==> config.mk <==
export PLATFORM = sky130hd
export DESIGN_NAME = image_overlay_address_gen_unit_flat
export DESIGN_NICKNAME = d
export VERILOG_FILES = /design/src/ioag_pkg.sv /design/src/ioag_pix_if.sv /design/src/ioag_res_if.sv /design/src/ioag_cfg_regs.sv /design/src/ioag_geom.sv /design/src/ioag_addr_calc.sv /design/src/image_overlay_address_gen_unit.sv /design/src/flat_wrapper.sv
export SDC_FILE = /design/constraint.sdc
export NUM_CORES = 2
export LEC_CHECK = 0
export ABC_CLOCK_PERIOD_IN_PS = 30900
export BUFFER_PORTS_ARGS = -buffer_cell sky130_fd_sc_hd__clkbuf_2
export CAP_MARGIN = 20
export CORE_MARGIN = 3
export CORE_UTILIZATION = 38
export CTS_CLUSTER_DIAMETER = 40
export DETAILED_ROUTE_END_ITERATION = 8
export GPL_ROUTABILITY_DRIVEN = 0
export MAX_ROUTING_LAYER = met4
export SLEW_MARGIN = 20
export SYNTH_ARGS = -nofsm -noshare
export SYNTH_HDL_FRONTEND = slang
export SYNTH_SLANG_ARGS = --single-unit
==> constraint.sdc <==
create_clock -name i_clk -period 30.9 [get_ports i_clk]
set_input_delay 9.27 -clock i_clk [delete_from_list [all_inputs] [get_ports i_clk]]
set_output_delay 9.27 -clock i_clk [all_outputs]
set_load 0.02 [all_outputs]
==> src/ioag_pkg.sv <==
// Shared types, constants and width helpers for the image overlay address generator.
// No dependencies; every other file imports this package.
`default_nettype none

package ioag_pkg;

    // Default largest image dimension
    localparam int MAX_DIMENSION_DEF = 4096;

    // Fixed field widths
    localparam int COORD_W    = 13;
    localparam int CFG_DIM_W  = 13;
    localparam int BPP_W      = 3;
    localparam int SEL_W      = 2;
    localparam int SRC_OFS_W  = 27;
    localparam int DST_OFS_W  = 28;
    localparam int APB_DATA_W = 32;
    localparam int CFG_ADDR_W = 5;

    // Rows are padded to a multiple of this many bytes
    localparam int ROW_ALIGN = 4;
    // Pixel size at or above which four bytes are used
    localparam int BPP_FULL  = 4;

    // Pixel source codes
    typedef enum logic [SEL_W-1:0] {
        SRC_SECOND  = 2'd0,
        SRC_FIRST   = 2'd1,
        SRC_FILL    = 2'd2,
        SRC_OUTSIDE = 2'd3
    } t_src_sel;

    // Register indexes (byte address / 4)
    typedef enum logic [2:0] {
        REG_FIRST_WIDTH   = 3'd0,
        REG_FIRST_HEIGHT  = 3'd1,
        REG_SECOND_WIDTH  = 3'd2,
        REG_SECOND_HEIGHT = 3'd3,
        REG_X_SHIFT       = 3'd4,
        REG_Y_SHIFT       = 3'd5,
        REG_BPP           = 3'd6
    } t_reg_idx;

    // Raw register contents
    typedef struct packed {
        logic [CFG_DIM_W-1:0] first_width;
        logic [CFG_DIM_W-1:0] first_height;
        logic [CFG_DIM_W-1:0] second_width;
        logic [CFG_DIM_W-1:0] second_height;
        logic [CFG_DIM_W-1:0] x_shift;
        logic [CFG_DIM_W-1:0] y_shift;
        logic [BPP_W-1:0]     bytes_per_pixel;
    } t_cfg;

    function automatic int max_int(input int a, input int b);
        return (a > b) ? a : b;
    endfunction

    // Bits to hold a clamped image size
    function automatic int sz_w(input int max_dim);
        return $clog2(max_dim + 1);
    endfunction

endpackage

`default_nettype wire

==> src/ioag_pix_if.sv <==
// Request channel carrying one canvas pixel coordinate.
// Depends on ioag_pkg.
`default_nettype none

interface ioag_pix_if import ioag_pkg::*; ();
    logic               valid;
    logic               ready;
    logic [COORD_W-1:0] canvas_col;
    logic [COORD_W-1:0] canvas_row;

    modport source (output valid, output canvas_col, output canvas_row, input ready);
    modport sink   (input valid, input canvas_col, input canvas_row, output ready);
endinterface

`default_nettype wire

==> src/ioag_res_if.sv <==
// Result channel carrying the source selection and byte offsets of one pixel.
// Depends on ioag_pkg.
`default_nettype none

interface ioag_res_if import ioag_pkg::*; ();
    logic                 valid;
    logic                 ready;
    logic [SEL_W-1:0]     source_select;
    logic [SRC_OFS_W-1:0] source_offset;
    logic [DST_OFS_W-1:0] dest_offset;
    logic [COORD_W-1:0]   canvas_width;
    logic [COORD_W-1:0]   canvas_height;

    modport source (
        output valid, output source_select, output source_offset,
        output dest_offset, output canvas_width, output canvas_height,
        input ready
    );
    modport sink (
        input valid, input source_select, input source_offset,
        input dest_offset, input canvas_width, input canvas_height,
        output ready
    );
endinterface

`default_nettype wire

==> src/ioag_cfg_regs.sv <==
// APB register file holding the two image sizes, shifts and pixel size.
// Depends on ioag_pkg.
`default_nettype none

module ioag_cfg_regs import ioag_pkg::*; (
    input  wire logic                  i_clk,
    input  wire logic                  i_rst_n,
    input  wire logic                  psel,
    input  wire logic                  penable,
    input  wire logic                  pwrite,
    input  wire logic [CFG_ADDR_W-1:0] paddr,
    input  wire logic [APB_DATA_W-1:0] pwdata,
    output logic      [APB_DATA_W-1:0] prdata,
    output logic                       pready,
    output t_cfg                       o_cfg
);

    t_cfg     r_cfg;
    t_reg_idx reg_idx;
    logic     wr_en;

    assign pready  = 1'b1;
    assign reg_idx = t_reg_idx'(paddr[CFG_ADDR_W-1:2]);
    assign wr_en   = psel && penable && pwrite && pready;

    // Register writes; unmapped addresses are ignored
    always_ff @(posedge i_clk) begin
        if (!i_rst_n) begin
            r_cfg.first_width     <= CFG_DIM_W'(1);
            r_cfg.first_height    <= CFG_DIM_W'(1);
            r_cfg.second_width    <= CFG_DIM_W'(1);
            r_cfg.second_height   <= CFG_DIM_W'(1);
            r_cfg.x_shift         <= '0;
            r_cfg.y_shift         <= '0;
            r_cfg.bytes_per_pixel <= BPP_W'(3);
        end else if (wr_en) begin
            case (reg_idx)
                REG_FIRST_WIDTH:   r_cfg.first_width     <= pwdata[CFG_DIM_W-1:0];
                REG_FIRST_HEIGHT:  r_cfg.first_height    <= pwdata[CFG_DIM_W-1:0];
                REG_SECOND_WIDTH:  r_cfg.second_width    <= pwdata[CFG_DIM_W-1:0];
                REG_SECOND_HEIGHT: r_cfg.second_height   <= pwdata[CFG_DIM_W-1:0];
                REG_X_SHIFT:       r_cfg.x_shift         <= pwdata[CFG_DIM_W-1:0];
                REG_Y_SHIFT:       r_cfg.y_shift         <= pwdata[CFG_DIM_W-1:0];
                REG_BPP:           r_cfg.bytes_per_pixel <= pwdata[BPP_W-1:0];
                default: ;
            endcase
        end
    end

    // Read mux
    always_comb begin
        case (reg_idx)
            REG_FIRST_WIDTH:   prdata = APB_DATA_W'(r_cfg.first_width);
            REG_FIRST_HEIGHT:  prdata = APB_DATA_W'(r_cfg.first_height);
            REG_SECOND_WIDTH:  prdata = APB_DATA_W'(r_cfg.second_width);
            REG_SECOND_HEIGHT: prdata = APB_DATA_W'(r_cfg.second_height);
            REG_X_SHIFT:       prdata = APB_DATA_W'(r_cfg.x_shift);
            REG_Y_SHIFT:       prdata = APB_DATA_W'(r_cfg.y_shift);
            REG_BPP:           prdata = APB_DATA_W'(r_cfg.bytes_per_pixel);
            default:           prdata = '0;
        endcase
    end

    assign o_cfg = r_cfg;

endmodule

`default_nettype wire

==> src/ioag_geom.sv <==
// Canvas geometry: clamped sizes, placement, canvas extent and padded row strides.
// Registered once per cycle from the raw registers. Depends on ioag_pkg.
`default_nettype none

module ioag_geom import ioag_pkg::*; #(
    parameter  int MAX_DIMENSION = MAX_DIMENSION_DEF,
    localparam int SZ_W          = sz_w(MAX_DIMENSION),
    localparam int EXT_W         = SZ_W + 1,
    localparam int STR_W         = EXT_W + 2
) (
    input  wire logic             i_clk,
    input  wire t_cfg             i_cfg,
    output logic      [EXT_W-1:0] o_cw,
    output logic      [EXT_W-1:0] o_ch,
    output logic      [SZ_W-1:0]  o_x1,
    output logic      [SZ_W-1:0]  o_y1,
    output logic      [SZ_W-1:0]  o_x2,
    output logic      [SZ_W-1:0]  o_y2,
    output logic      [EXT_W-1:0] o_x1_end,
    output logic      [EXT_W-1:0] o_y1_end,
    output logic      [EXT_W-1:0] o_x2_end,
    output logic      [EXT_W-1:0] o_y2_end,
    output logic      [STR_W-1:0] o_str1,
    output logic      [STR_W-1:0] o_str2,
    output logic      [STR_W-1:0] o_strc,
    output logic                  o_bpp4
);

    // 0 reads as 1, anything above the limit as the limit
    function automatic logic [SZ_W-1:0] clamp_size(input logic [CFG_DIM_W-1:0] v);
        if (v == '0)
            return SZ_W'(1);
        else if (32'(v) > 32'(MAX_DIMENSION))
            return SZ_W'(MAX_DIMENSION);
        else
            return SZ_W'(v);
    endfunction

    // Magnitude of a signed shift, saturated to MAX_DIMENSION - 1
    function automatic logic [SZ_W-1:0] shift_mag(input logic [CFG_DIM_W-1:0] raw);
        logic [CFG_DIM_W-1:0] m;
        m = raw[CFG_DIM_W-1] ? CFG_DIM_W'(-raw) : raw;
        if (32'(m) > 32'(MAX_DIMENSION - 1))
            return SZ_W'(MAX_DIMENSION - 1);
        else
            return SZ_W'(m);
    endfunction

    // Row bytes rounded up to the row alignment
    function automatic logic [STR_W-1:0] row_stride(input logic [EXT_W-1:0] w,
                                                    input logic             bpp4);
        logic [STR_W-1:0] p;
        p = bpp4 ? (STR_W'(w) << 2) : ((STR_W'(w) << 1) + STR_W'(w));
        p = p + STR_W'(ROW_ALIGN - 1);
        return p & ~STR_W'(ROW_ALIGN - 1);
    endfunction

    logic [SZ_W-1:0]  w1, h1, w2, h2, mx, my;
    logic             negx, negy, bpp4;
    logic [SZ_W-1:0]  n_x1, n_x2, n_y1, n_y2;
    logic [EXT_W-1:0] n_x1_end, n_x2_end, n_y1_end, n_y2_end, n_cw, n_ch;

    logic [EXT_W-1:0] r_cw, r_ch, r_x1_end, r_x2_end, r_y1_end, r_y2_end;
    logic [SZ_W-1:0]  r_x1, r_x2, r_y1, r_y2;
    logic [STR_W-1:0] r_str1, r_str2, r_strc;
    logic             r_bpp4;

    assign w1   = clamp_size(i_cfg.first_width);
    assign h1   = clamp_size(i_cfg.first_height);
    assign w2   = clamp_size(i_cfg.second_width);
    assign h2   = clamp_size(i_cfg.second_height);
    assign mx   = shift_mag(i_cfg.x_shift);
    assign my   = shift_mag(i_cfg.y_shift);
    assign negx = i_cfg.x_shift[CFG_DIM_W-1];
    assign negy = i_cfg.y_shift[CFG_DIM_W-1];
    assign bpp4 = 32'(i_cfg.bytes_per_pixel) >= 32'(BPP_FULL);

    // Placement: a negative shift moves the first image instead of the second
    always_comb begin
        n_x1     = negx ? mx : '0;
        n_x2     = negx ? '0 : mx;
        n_y1     = negy ? my : '0;
        n_y2     = negy ? '0 : my;
        n_x1_end = EXT_W'(n_x1) + EXT_W'(w1);
        n_x2_end = EXT_W'(n_x2) + EXT_W'(w2);
        n_y1_end = EXT_W'(n_y1) + EXT_W'(h1);
        n_y2_end = EXT_W'(n_y2) + EXT_W'(h2);
        n_cw     = (n_x1_end >= n_x2_end) ? n_x1_end : n_x2_end;
        n_ch     = (n_y1_end >= n_y2_end) ? n_y1_end : n_y2_end;
    end

    // Geometry register
    always_ff @(posedge i_clk) begin
        r_x1     <= n_x1;
        r_x2     <= n_x2;
        r_y1     <= n_y1;
        r_y2     <= n_y2;
        r_x1_end <= n_x1_end;
        r_x2_end <= n_x2_end;
        r_y1_end <= n_y1_end;
        r_y2_end <= n_y2_end;
        r_cw     <= n_cw;
        r_ch     <= n_ch;
        r_str1   <= row_stride(EXT_W'(w1), bpp4);
        r_str2   <= row_stride(EXT_W'(w2), bpp4);
        r_strc   <= row_stride(n_cw, bpp4);
        r_bpp4   <= bpp4;
    end

    assign o_cw     = r_cw;
    assign o_ch     = r_ch;
    assign o_x1     = r_x1;
    assign o_y1     = r_y1;
    assign o_x2     = r_x2;
    assign o_y2     = r_y2;
    assign o_x1_end = r_x1_end;
    assign o_y1_end = r_y1_end;
    assign o_x2_end = r_x2_end;
    assign o_y2_end = r_y2_end;
    assign o_str1   = r_str1;
    assign o_str2   = r_str2;
    assign o_strc   = r_strc;
    assign o_bpp4   = r_bpp4;

endmodule

`default_nettype wire

==> src/ioag_addr_calc.sv <==
// Per-pixel source resolution and byte offset arithmetic (combinational).
// Depends on ioag_pkg.
`default_nettype none

module ioag_addr_calc import ioag_pkg::*; #(
    parameter  int MAX_DIMENSION = MAX_DIMENSION_DEF,
    localparam int SZ_W          = sz_w(MAX_DIMENSION),
    localparam int EXT_W         = SZ_W + 1,
    localparam int STR_W         = EXT_W + 2
) (
    input  wire logic [COORD_W-1:0]   i_col,
    input  wire logic [COORD_W-1:0]   i_row,
    input  wire logic [EXT_W-1:0]     i_cw,
    input  wire logic [EXT_W-1:0]     i_ch,
    input  wire logic [SZ_W-1:0]      i_x1,
    input  wire logic [SZ_W-1:0]      i_y1,
    input  wire logic [SZ_W-1:0]      i_x2,
    input  wire logic [SZ_W-1:0]      i_y2,
    input  wire logic [EXT_W-1:0]     i_x1_end,
    input  wire logic [EXT_W-1:0]     i_y1_end,
    input  wire logic [EXT_W-1:0]     i_x2_end,
    input  wire logic [EXT_W-1:0]     i_y2_end,
    input  wire logic [STR_W-1:0]     i_str1,
    input  wire logic [STR_W-1:0]     i_str2,
    input  wire logic [STR_W-1:0]     i_strc,
    input  wire logic                 i_bpp4,
    output t_src_sel                  o_sel,
    output logic      [SRC_OFS_W-1:0] o_src_ofs,
    output logic      [DST_OFS_W-1:0] o_dst_ofs
);

    localparam int CRD_W = max_int(COORD_W, EXT_W);
    localparam int OFS_W = max_int(CRD_W + STR_W + 1, DST_OFS_W);

    // Column times bytes per pixel as a shift-add
    function automatic logic [OFS_W-1:0] pix_bytes(input logic [CRD_W-1:0] x,
                                                   input logic             bpp4);
        return bpp4 ? (OFS_W'(x) << 2) : ((OFS_W'(x) << 1) + OFS_W'(x));
    endfunction

    logic [CRD_W-1:0] c, r;
    logic             outside, in1, in2;
    logic [SZ_W-1:0]  xs, ys;
    logic [STR_W-1:0] strs;
    logic [SZ_W-1:0]  rel_c, rel_r;
    logic [OFS_W-1:0] src_full, dst_full;

    assign c = CRD_W'(i_col);
    assign r = CRD_W'(i_row);

    // Hit tests against the canvas and both images
    assign outside = (c >= CRD_W'(i_cw)) || (r >= CRD_W'(i_ch));
    assign in2 = (c >= CRD_W'(i_x2)) && (c < CRD_W'(i_x2_end))
              && (r >= CRD_W'(i_y2)) && (r < CRD_W'(i_y2_end));
    assign in1 = (c >= CRD_W'(i_x1)) && (c < CRD_W'(i_x1_end))
              && (r >= CRD_W'(i_y1)) && (r < CRD_W'(i_y1_end));

    // Second image wins on overlap
    always_comb begin
        if (outside)
            o_sel = SRC_OUTSIDE;
        else if (in2)
            o_sel = SRC_SECOND;
        else if (in1)
            o_sel = SRC_FIRST;
        else
            o_sel = SRC_FILL;
    end

    // One shared multiplier for the chosen source image
    assign xs    = in2 ? i_x2 : i_x1;
    assign ys    = in2 ? i_y2 : i_y1;
    assign strs  = in2 ? i_str2 : i_str1;
    assign rel_c = SZ_W'(c - CRD_W'(xs));
    assign rel_r = SZ_W'(r - CRD_W'(ys));

    assign src_full = OFS_W'(rel_r) * OFS_W'(strs) + pix_bytes(CRD_W'(rel_c), i_bpp4);
    assign dst_full = OFS_W'(r) * OFS_W'(i_strc) + pix_bytes(c, i_bpp4);

    assign o_src_ofs = (o_sel == SRC_SECOND || o_sel == SRC_FIRST)
                     ? src_full[SRC_OFS_W-1:0] : '0;
    assign o_dst_ofs = outside ? '0 : dst_full[DST_OFS_W-1:0];

endmodule

`default_nettype wire

==> src/image_overlay_address_gen_unit.sv <==
// Image overlay address generator: canvas pixel coordinate in, pixel source and offsets out.
// Requests pass the input register, then the result register, which waits on o_res.ready.
// Throughput: one request per cycle while o_res.ready is high; the result register frees the
// input side while a result waits. Derived geometry is registered the cycle after a write.
// Reset: synchronous, active low; clears both valid bits and loads register reset values.
// Depends on ioag_pkg, ioag_pix_if, ioag_res_if, ioag_cfg_regs, ioag_geom, ioag_addr_calc.
`default_nettype none

module image_overlay_address_gen_unit import ioag_pkg::*; #(
    parameter int MAX_DIMENSION = MAX_DIMENSION_DEF
) (
    input  wire logic                  i_clk,
    input  wire logic                  i_rst_n,
    input  wire logic                  psel,
    input  wire logic                  penable,
    input  wire logic                  pwrite,
    input  wire logic [CFG_ADDR_W-1:0] paddr,
    input  wire logic [APB_DATA_W-1:0] pwdata,
    output logic      [APB_DATA_W-1:0] prdata,
    output logic                       pready,
    ioag_pix_if.sink                   i_pix,
    ioag_res_if.source                 o_res
);

    localparam int SZ_W  = sz_w(MAX_DIMENSION);
    localparam int EXT_W = SZ_W + 1;
    localparam int STR_W = EXT_W + 2;

    t_cfg             cfg;
    logic [EXT_W-1:0] geo_cw, geo_ch;
    logic [SZ_W-1:0]  geo_x1, geo_y1, geo_x2, geo_y2;
    logic [EXT_W-1:0] geo_x1_end, geo_y1_end, geo_x2_end, geo_y2_end;
    logic [STR_W-1:0] geo_str1, geo_str2, geo_strc;
    logic             geo_bpp4;

    t_src_sel             calc_sel;
    logic [SRC_OFS_W-1:0] calc_src;
    logic [DST_OFS_W-1:0] calc_dst;

    logic                 r_s1_v, r_s2_v;
    logic [COORD_W-1:0]   r_col, r_row;
    logic [SEL_W-1:0]     r_sel;
    logic [SRC_OFS_W-1:0] r_src;
    logic [DST_OFS_W-1:0] r_dst;
    logic [COORD_W-1:0]   r_cw, r_ch;
    logic                 s2_en, in_take;

    ioag_cfg_regs u_cfg_regs (
        .i_clk   (i_clk),
        .i_rst_n (i_rst_n),
        .psel    (psel),
        .penable (penable),
        .pwrite  (pwrite),
        .paddr   (paddr),
        .pwdata  (pwdata),
        .prdata  (prdata),
        .pready  (pready),
        .o_cfg   (cfg)
    );

    ioag_geom #(.MAX_DIMENSION(MAX_DIMENSION)) u_geom (
        .i_clk    (i_clk),
        .i_cfg    (cfg),
        .o_cw     (geo_cw),
        .o_ch     (geo_ch),
        .o_x1     (geo_x1),
        .o_y1     (geo_y1),
        .o_x2     (geo_x2),
        .o_y2     (geo_y2),
        .o_x1_end (geo_x1_end),
        .o_y1_end (geo_y1_end),
        .o_x2_end (geo_x2_end),
        .o_y2_end (geo_y2_end),
        .o_str1   (geo_str1),
        .o_str2   (geo_str2),
        .o_strc   (geo_strc),
        .o_bpp4   (geo_bpp4)
    );

    ioag_addr_calc #(.MAX_DIMENSION(MAX_DIMENSION)) u_addr_calc (
        .i_col     (r_col),
        .i_row     (r_row),
        .i_cw      (geo_cw),
        .i_ch      (geo_ch),
        .i_x1      (geo_x1),
        .i_y1      (geo_y1),
        .i_x2      (geo_x2),
        .i_y2      (geo_y2),
        .i_x1_end  (geo_x1_end),
        .i_y1_end  (geo_y1_end),
        .i_x2_end  (geo_x2_end),
        .i_y2_end  (geo_y2_end),
        .i_str1    (geo_str1),
        .i_str2    (geo_str2),
        .i_strc    (geo_strc),
        .i_bpp4    (geo_bpp4),
        .o_sel     (calc_sel),
        .o_src_ofs (calc_src),
        .o_dst_ofs (calc_dst)
    );

    // Pipeline flow control
    assign s2_en       = !r_s2_v || o_res.ready;
    assign i_pix.ready = !r_s1_v || s2_en;
    assign in_take     = i_pix.valid && i_pix.ready;

    // Valid bits
    always_ff @(posedge i_clk) begin
        if (!i_rst_n) begin
            r_s1_v <= 1'b0;
            r_s2_v <= 1'b0;
        end else begin
            if (i_pix.ready)
                r_s1_v <= i_pix.valid;
            if (s2_en)
                r_s2_v <= r_s1_v;
        end
    end

    // Input register
    always_ff @(posedge i_clk) begin
        if (in_take) begin
            r_col <= i_pix.canvas_col;
            r_row <= i_pix.canvas_row;
        end
    end

    // Result register
    always_ff @(posedge i_clk) begin
        if (s2_en && r_s1_v) begin
            r_sel <= calc_sel;
            r_src <= calc_src;
            r_dst <= calc_dst;
            r_cw  <= COORD_W'(geo_cw);
            r_ch  <= COORD_W'(geo_ch);
        end
    end

    assign o_res.valid         = r_s2_v;
    assign o_res.source_select = r_sel;
    assign o_res.source_offset = r_src;
    assign o_res.dest_offset   = r_dst;
    assign o_res.canvas_width  = r_cw;
    assign o_res.canvas_height = r_ch;

endmodule

`default_nettype wire
==> src/flat_wrapper.sv <==
// flat-port wrapper written by rule: the top's interface ports become plain ports
module image_overlay_address_gen_unit_flat import ioag_pkg::*;
#(
    parameter int MAX_DIMENSION = MAX_DIMENSION_DEF
)
  (i_clk, i_rst_n, psel, penable, pwrite, paddr, pwdata, prdata, pready, i_pix_valid, i_pix_canvas_col, i_pix_canvas_row, i_pix_ready, o_res_valid, o_res_source_select, o_res_source_offset, o_res_dest_offset, o_res_canvas_width, o_res_canvas_height, o_res_ready);
  ioag_pix_if i_pix_i ();
  ioag_res_if o_res_i ();
  input  wire logic i_clk;
  input  wire logic i_rst_n;
  input  wire logic psel;
  input  wire logic penable;
  input  wire logic pwrite;
  input  wire logic [CFG_ADDR_W-1:0] paddr;
  input  wire logic [APB_DATA_W-1:0] pwdata;
  output logic      [APB_DATA_W-1:0] prdata;
  output logic pready;
  input wire logic [$bits(i_pix_i.valid)-1:0] i_pix_valid;
  input wire logic [$bits(i_pix_i.canvas_col)-1:0] i_pix_canvas_col;
  input wire logic [$bits(i_pix_i.canvas_row)-1:0] i_pix_canvas_row;
  output wire logic [$bits(i_pix_i.ready)-1:0] i_pix_ready;
  output wire logic [$bits(o_res_i.valid)-1:0] o_res_valid;
  output wire logic [$bits(o_res_i.source_select)-1:0] o_res_source_select;
  output wire logic [$bits(o_res_i.source_offset)-1:0] o_res_source_offset;
  output wire logic [$bits(o_res_i.dest_offset)-1:0] o_res_dest_offset;
  output wire logic [$bits(o_res_i.canvas_width)-1:0] o_res_canvas_width;
  output wire logic [$bits(o_res_i.canvas_height)-1:0] o_res_canvas_height;
  input wire logic [$bits(o_res_i.ready)-1:0] o_res_ready;
  assign i_pix_i.valid = i_pix_valid;
  assign i_pix_i.canvas_col = i_pix_canvas_col;
  assign i_pix_i.canvas_row = i_pix_canvas_row;
  assign i_pix_ready = i_pix_i.ready;
  assign o_res_valid = o_res_i.valid;
  assign o_res_source_select = o_res_i.source_select;
  assign o_res_source_offset = o_res_i.source_offset;
  assign o_res_dest_offset = o_res_i.dest_offset;
  assign o_res_canvas_width = o_res_i.canvas_width;
  assign o_res_canvas_height = o_res_i.canvas_height;
  assign o_res_i.ready = o_res_ready;
  image_overlay_address_gen_unit #(.MAX_DIMENSION(MAX_DIMENSION)) u_core (.i_clk(i_clk), .i_rst_n(i_rst_n), .psel(psel), .penable(penable), .pwrite(pwrite), .paddr(paddr), .pwdata(pwdata), .prdata(prdata), .pready(pready), .i_pix(i_pix_i), .o_res(o_res_i));
endmodule
# Word level (Yosys, flattened, before mapping)
# Cells that the tools add are included.
# W data, S select, Z words.
classes:
  addsub: 18
  multipliers: 2
  n_lt_le_gt_ge: 19
  n_eq_ne: 7
  mux: 30
  reduce_logical: 29
ops:
  columns: ["cell", "n"]
  rows:
  - ["$mux W13", 18]
  - ["$pmux W13 S7", 1]
  - ["$add A14 B13 Y15", 4]
  - ["$mux W15", 4]
  - ["$add A13 B13 Y14", 4]
  - ["$lt A13 B14 Y1", 4]
  - ["$ge A13 B13 Y1", 4]
  - ["$gt A13 B13 Y1 const B", 4]
  - ["$logic_not A13 Y1", 4]
  - ["$add A15 B2 Y16 const B", 2]
  - ["$mux W16", 2]
  - ["$add A28 B15 Y28", 1]
  - ["$ge A13 B14 Y1", 2]
  - ["$ge A14 B14 Y1", 2]
  - ["$mux W14", 2]
  - ["$add A27 B15 Y27", 1]
  - ["$mul A13 B16 Y27", 1]
  - ["$gt A13 B12 Y1 const B", 2]
  - ["$mul A13 B14 Y26", 1]
  - ["$neg A13 Y13", 2]
  - ["$sub A13 B13 Y13", 2]
  - ["$add A15 B14 Y16", 1]
  - ["$add A16 B2 Y16 const B", 1]
  - ["$reduce_and A2 Y1", 7]
  - ["11 further kinds", 29]
word_totals:
  reg_bits: 371
  inputBits: 70

# Logic depth before layout (Yosys ltp)
depth:
  depth_word: 11
  mapped_depth: 44
  mapped_depth_nobuf: 41

# Cells and area by module
# Synthesis repeated with hierarchy kept, for this count alone.
unflattened:
  hier_cells: 4095
  hier_area_um2: 38056.5
modules_own_cells:
  columns: ["mod", "instances", "cells_per_inst", "area_per_inst_um2", "seq_area_each_um2"]
  rows:
  - ["ioag_addr_calc", 1, 2432, 20206.9, 0.0]
  - ["ioag_geom", 1, 1151, 10517.6, 3583.4]
  - ["ioag_cfg_regs", 1, 394, 3955.0, 1621.6]
  - ["image_overlay_address_gen_unit", 1, 118, 3377.0, 3313.2]

# Worst setup path before layout
# Ideal clock, no wire load.
synth_timing:
  kind: "input -> output"
  from: "input paddr[3]"
  to: "output prdata[0]"
  t_arrival_ns: 10.683
  required_ns: 21.630
  path_slack_ns: 10.947
  cell_stages: 5
  path_buffers: 3
  cell_sequence: "clkbuf_1 buf_1 clkbuf_1 a22oi_1 o21ai_0"
synth_via:
  elab_chain_cells: 2
synth_rtl:
  columns: ["element", "line", "source"]
  rows:
  - ["start, declared", "flat_wrapper.sv:14", "input wire logic [CFG_ADDR_W-1:0] paddr;"]
  - ["$eq A3 B3 Y1 (tied with other cells)", "ioag_cfg_regs.sv:52", "case (reg_idx)"]
  - ["$pmux W13 S7 (*)", "ioag_cfg_regs.sv:52", null]
  - ["end, declared", "flat_wrapper.sv:16", "output logic [APB_DATA_W-1:0] prdata;"]
# Every way passes the cells marked *; elsewhere a longest branch is shown, timed or not.

# Worst setup path in the final report
layout_timing:
  from: "input paddr[2]"
  to: "output prdata[2]"
# Same word-level chain as after synthesis.

==> metrics <==
Worst path top cell family by delay buffers and inverters; Synth area leaders ha_1, fa_1, dfxtp_1; drt initial violations 1957; post-cts resize count 0; VDD IR-drop max 0.0369 mV; Least-Margin Pin Slew 1.02 ns; CP Max Fanout 39; clk sink count 371; CP required 21.63 ns; post-layout util 0.433; Slew Limit Fails 0; Setup crit start kind input port; vias in the first global route 27501; post-CTS setup buffer count 0; Final Cycle Share 0.665; first drt pass iteration count 5; Yosys top cell by area ha_1; Initial Util 0.385; worst setup path class input port to output pin; first-pass GRT wire length 158000 um; IO Count 188; post-cts hold buffer count 0; worst path arrival time 11.28 ns; CP cell instances clkbuf_2 > inv_1 > nor2_1 > a22o_1 > nand2_1 > o221ai_1 > clkbuf_2; Via Count 28265; Die X 314 um; Die Area 0.0988 sq mm; gr ovfl total 0; CTS Buffer Depth 3; critical path's slowest cell clkbuf_2; max_cap viols 0; DRC Markers 0; Root Buffer clkbuf_16; post-synthesis sequential area ratio 0.236; EDFF count, synth 109; Leakage Power 18.4 nW; dominant synthesized flop cell dfxtp_1; fmax 48.7 MHz; Final Critical Period 20.55 ns; Global Route Usage Sum 0.211; FILL cells 9188; Worst setup EP type output pin; H-tree depth 3; number of buffers created by CTS 68; Syn Std Cell Area 0.0361 sq mm; Worst-path clk slew 0.05 ns; core area 0.0937 sq mm; TritonCTS clock tree built; layout cells sized above 1 0.0929; fin nets 4965; largest net degree at the start of global routing 84; asr flop ratio synth 0; yosys warns 0; max reg flops 81; Worst Clk Skew 0.0401 ns; hpwl dp 80200 um; P per Cell Area 47.2 mW/mm^2; PortBufs 146; Most Frequent Cell on Critical Path clkbuf_2; RSZ-0062 raised after global routing false; row cnt 112; Worst path max stage delay 0.67 ns; final setup vio count 0; Antenna Nets Post-Route 0; total wire length 102000 um; worst slew margin relative to its limit 0.320; cell count after synthesis 4003; synthesis-to-finish area growth 12.4%; DR WL/cell 18.6 um; top cell type's share of synthesized area 0.159; final setup TNS 0 ns; crit path buf inv count 3; status complete, no violations; min-delay worst type flip-flop to flip-flop; number of antenna violations at the first check in global routing 1; syn_area_per_cell 9.02 sq um; Netlist cell types 94; later-pin clock latency in the skew report 0.64 ns; #FFs+latches synth 371; Final Hold Viols 0; Die Ht 314 um; DR vias/cell 5.17
report_power, final:
| part | internal [mW] | switching (mW) | total (mW) |
|---|---|---|---|
| registers | 0.521 | 0.0156 | 0.537 |
| clock network | 0.464 | 0.297 | 0.761 |
| logic | 0.250 | 0.369 | 0.620 |
worst paths after layout:
check / startpoint / endpoint / slack (ns) / depth (start not counted)
max: paddr[2] / prdata[2] / 10.35 / 7
min: u_core.u_geom.o_cw[4]$_DFF_P_ / u_core.o_res.canvas_width[4]$_DFFE_PP_ / 0.43 / 0
min reg2reg: u_core.u_geom.o_cw[4]$_DFF_P_ / u_core.o_res.canvas_width[4]$_DFFE_PP_ / 0.43 / 0
max reg2reg: u_core.r_col[4]$_DFFE_PP_ / u_core.o_res.source_offset[26]$_SDFFCE_PN0P_ / 18.61 / 39
per-stage QoR:
step / setup slack, ns / hold slack (ns) / area [sq um] / instances / total power, mW
after floorplan: 10.95 / 0.408 / 36200 / 4031 / 1.01
after global placement: 10.43 / 0.415 / 38200 / 5336 / 1.16
after detailed placement: 10.40 / 0.420 / 38200 / 5337 / 1.17
after CTS: 10.39 / 0.434 / 40600 / 5463 / 1.94
after global routing: 10.20 / 0.445 / 40600 / 5463 / 2.04
final: 10.35 / 0.432 / 40600 / 5466 / 1.92
layout by cell type (no fill, tap or decap), types with 10 or more instances in the layout:
cell / instances
inv_1: 524
nand2_1: 473
ha_1: 459
fa_1: 283
dfxtp_1: 261
nor2_1: 260
clkbuf_2: 146
a21oi_1: 145
xnor2_1: 135
o21ai_0: 125
nor2b_1: 116
edfxtp_1: 109
and2_1: 87
mux2i_1: 83
a21o_1: 77
a21boi_0: 76
clkbuf_16: 70
xor2_1: 68
o21a_1: 57
nor3_1: 54
mux2_2: 42
buf_4: 40
nand3_1: 38
nand2b_1: 30
conb_1: 30
a211oi_1: 23
or3_1: 23
o21bai_1: 23
and3_1: 21
nor4_1: 19
a31oi_1: 18
nand4_1: 18
o211ai_1: 14
o31a_1: 12
inv_6: 12
o41ai_1: 11
a211o_1: 10
or4_1: 10
layer usage:
metal  routed length (um)  GRT usage  vias to the layer above  share of wire
met5                    0          -                        -              0
met4                 3070     0.0628                        0          0.030
met3                 5680     0.0275                      163          0.056
met2                45000      0.325                      785           0.44
met1                48100      0.290                    13576           0.47
li1                     -          -                    13741              -
cell families after synthesis:
family                   after synthesis  share of synthesized area
multiplexers                         130                     0.0388
XOR/XNOR                             206                     0.0509
AO/OA/AOI/OAI                        697                      0.130
adder cells (fa/ha/maj)              742                      0.316
buffers and inverters                662                     0.0723
AND/OR/NAND/NOR                     1193                      0.156
flip-flops                           371                      0.236
other                                  2                   0.000208
cell type report:
class | count | area, sq um | area share
Tap cell | 1254 | 1570 | 0.0386
Inverter | 527 | 1980 | 0.0487
Multi-Input combinational cell | 2998 | 25100 | 0.619
Timing Repair Buffer | 187 | 1060 | 0.0261
Clock inverter | 48 | 538 | 0.0132
Clock buffer | 78 | 1820 | 0.0449
Antenna cell | 3 | 7.51 | 0.000185
Sequential cell | 371 | 8520 | 0.210
cell usage after synthesis (all sizes together) (21+ instances only):
| cell type | n |
|---|---|
| mux2 | 43 |
| nor2b | 117 |
| nor2 | 260 |
| and2 | 88 |
| fa | 283 |
| clkbuf | 97 |
| inv | 527 |
| a21o | 77 |
| ha | 459 |
| a211oi | 26 |
| nand2b | 30 |
| a21oi | 146 |
| edfxtp | 109 |
| dfxtp | 262 |
| mux2i | 84 |
| o21bai | 23 |
| a21boi | 77 |
| or3 | 24 |
| nor3 | 59 |
| xor2 | 68 |
| xnor2 | 136 |
| and3 | 21 |
| o21a | 57 |
| nor4 | 21 |
| nand3 | 39 |
| o21ai | 128 |
| nand2 | 474 |
| buf | 38 |
(Power assumes the default switching activity.)
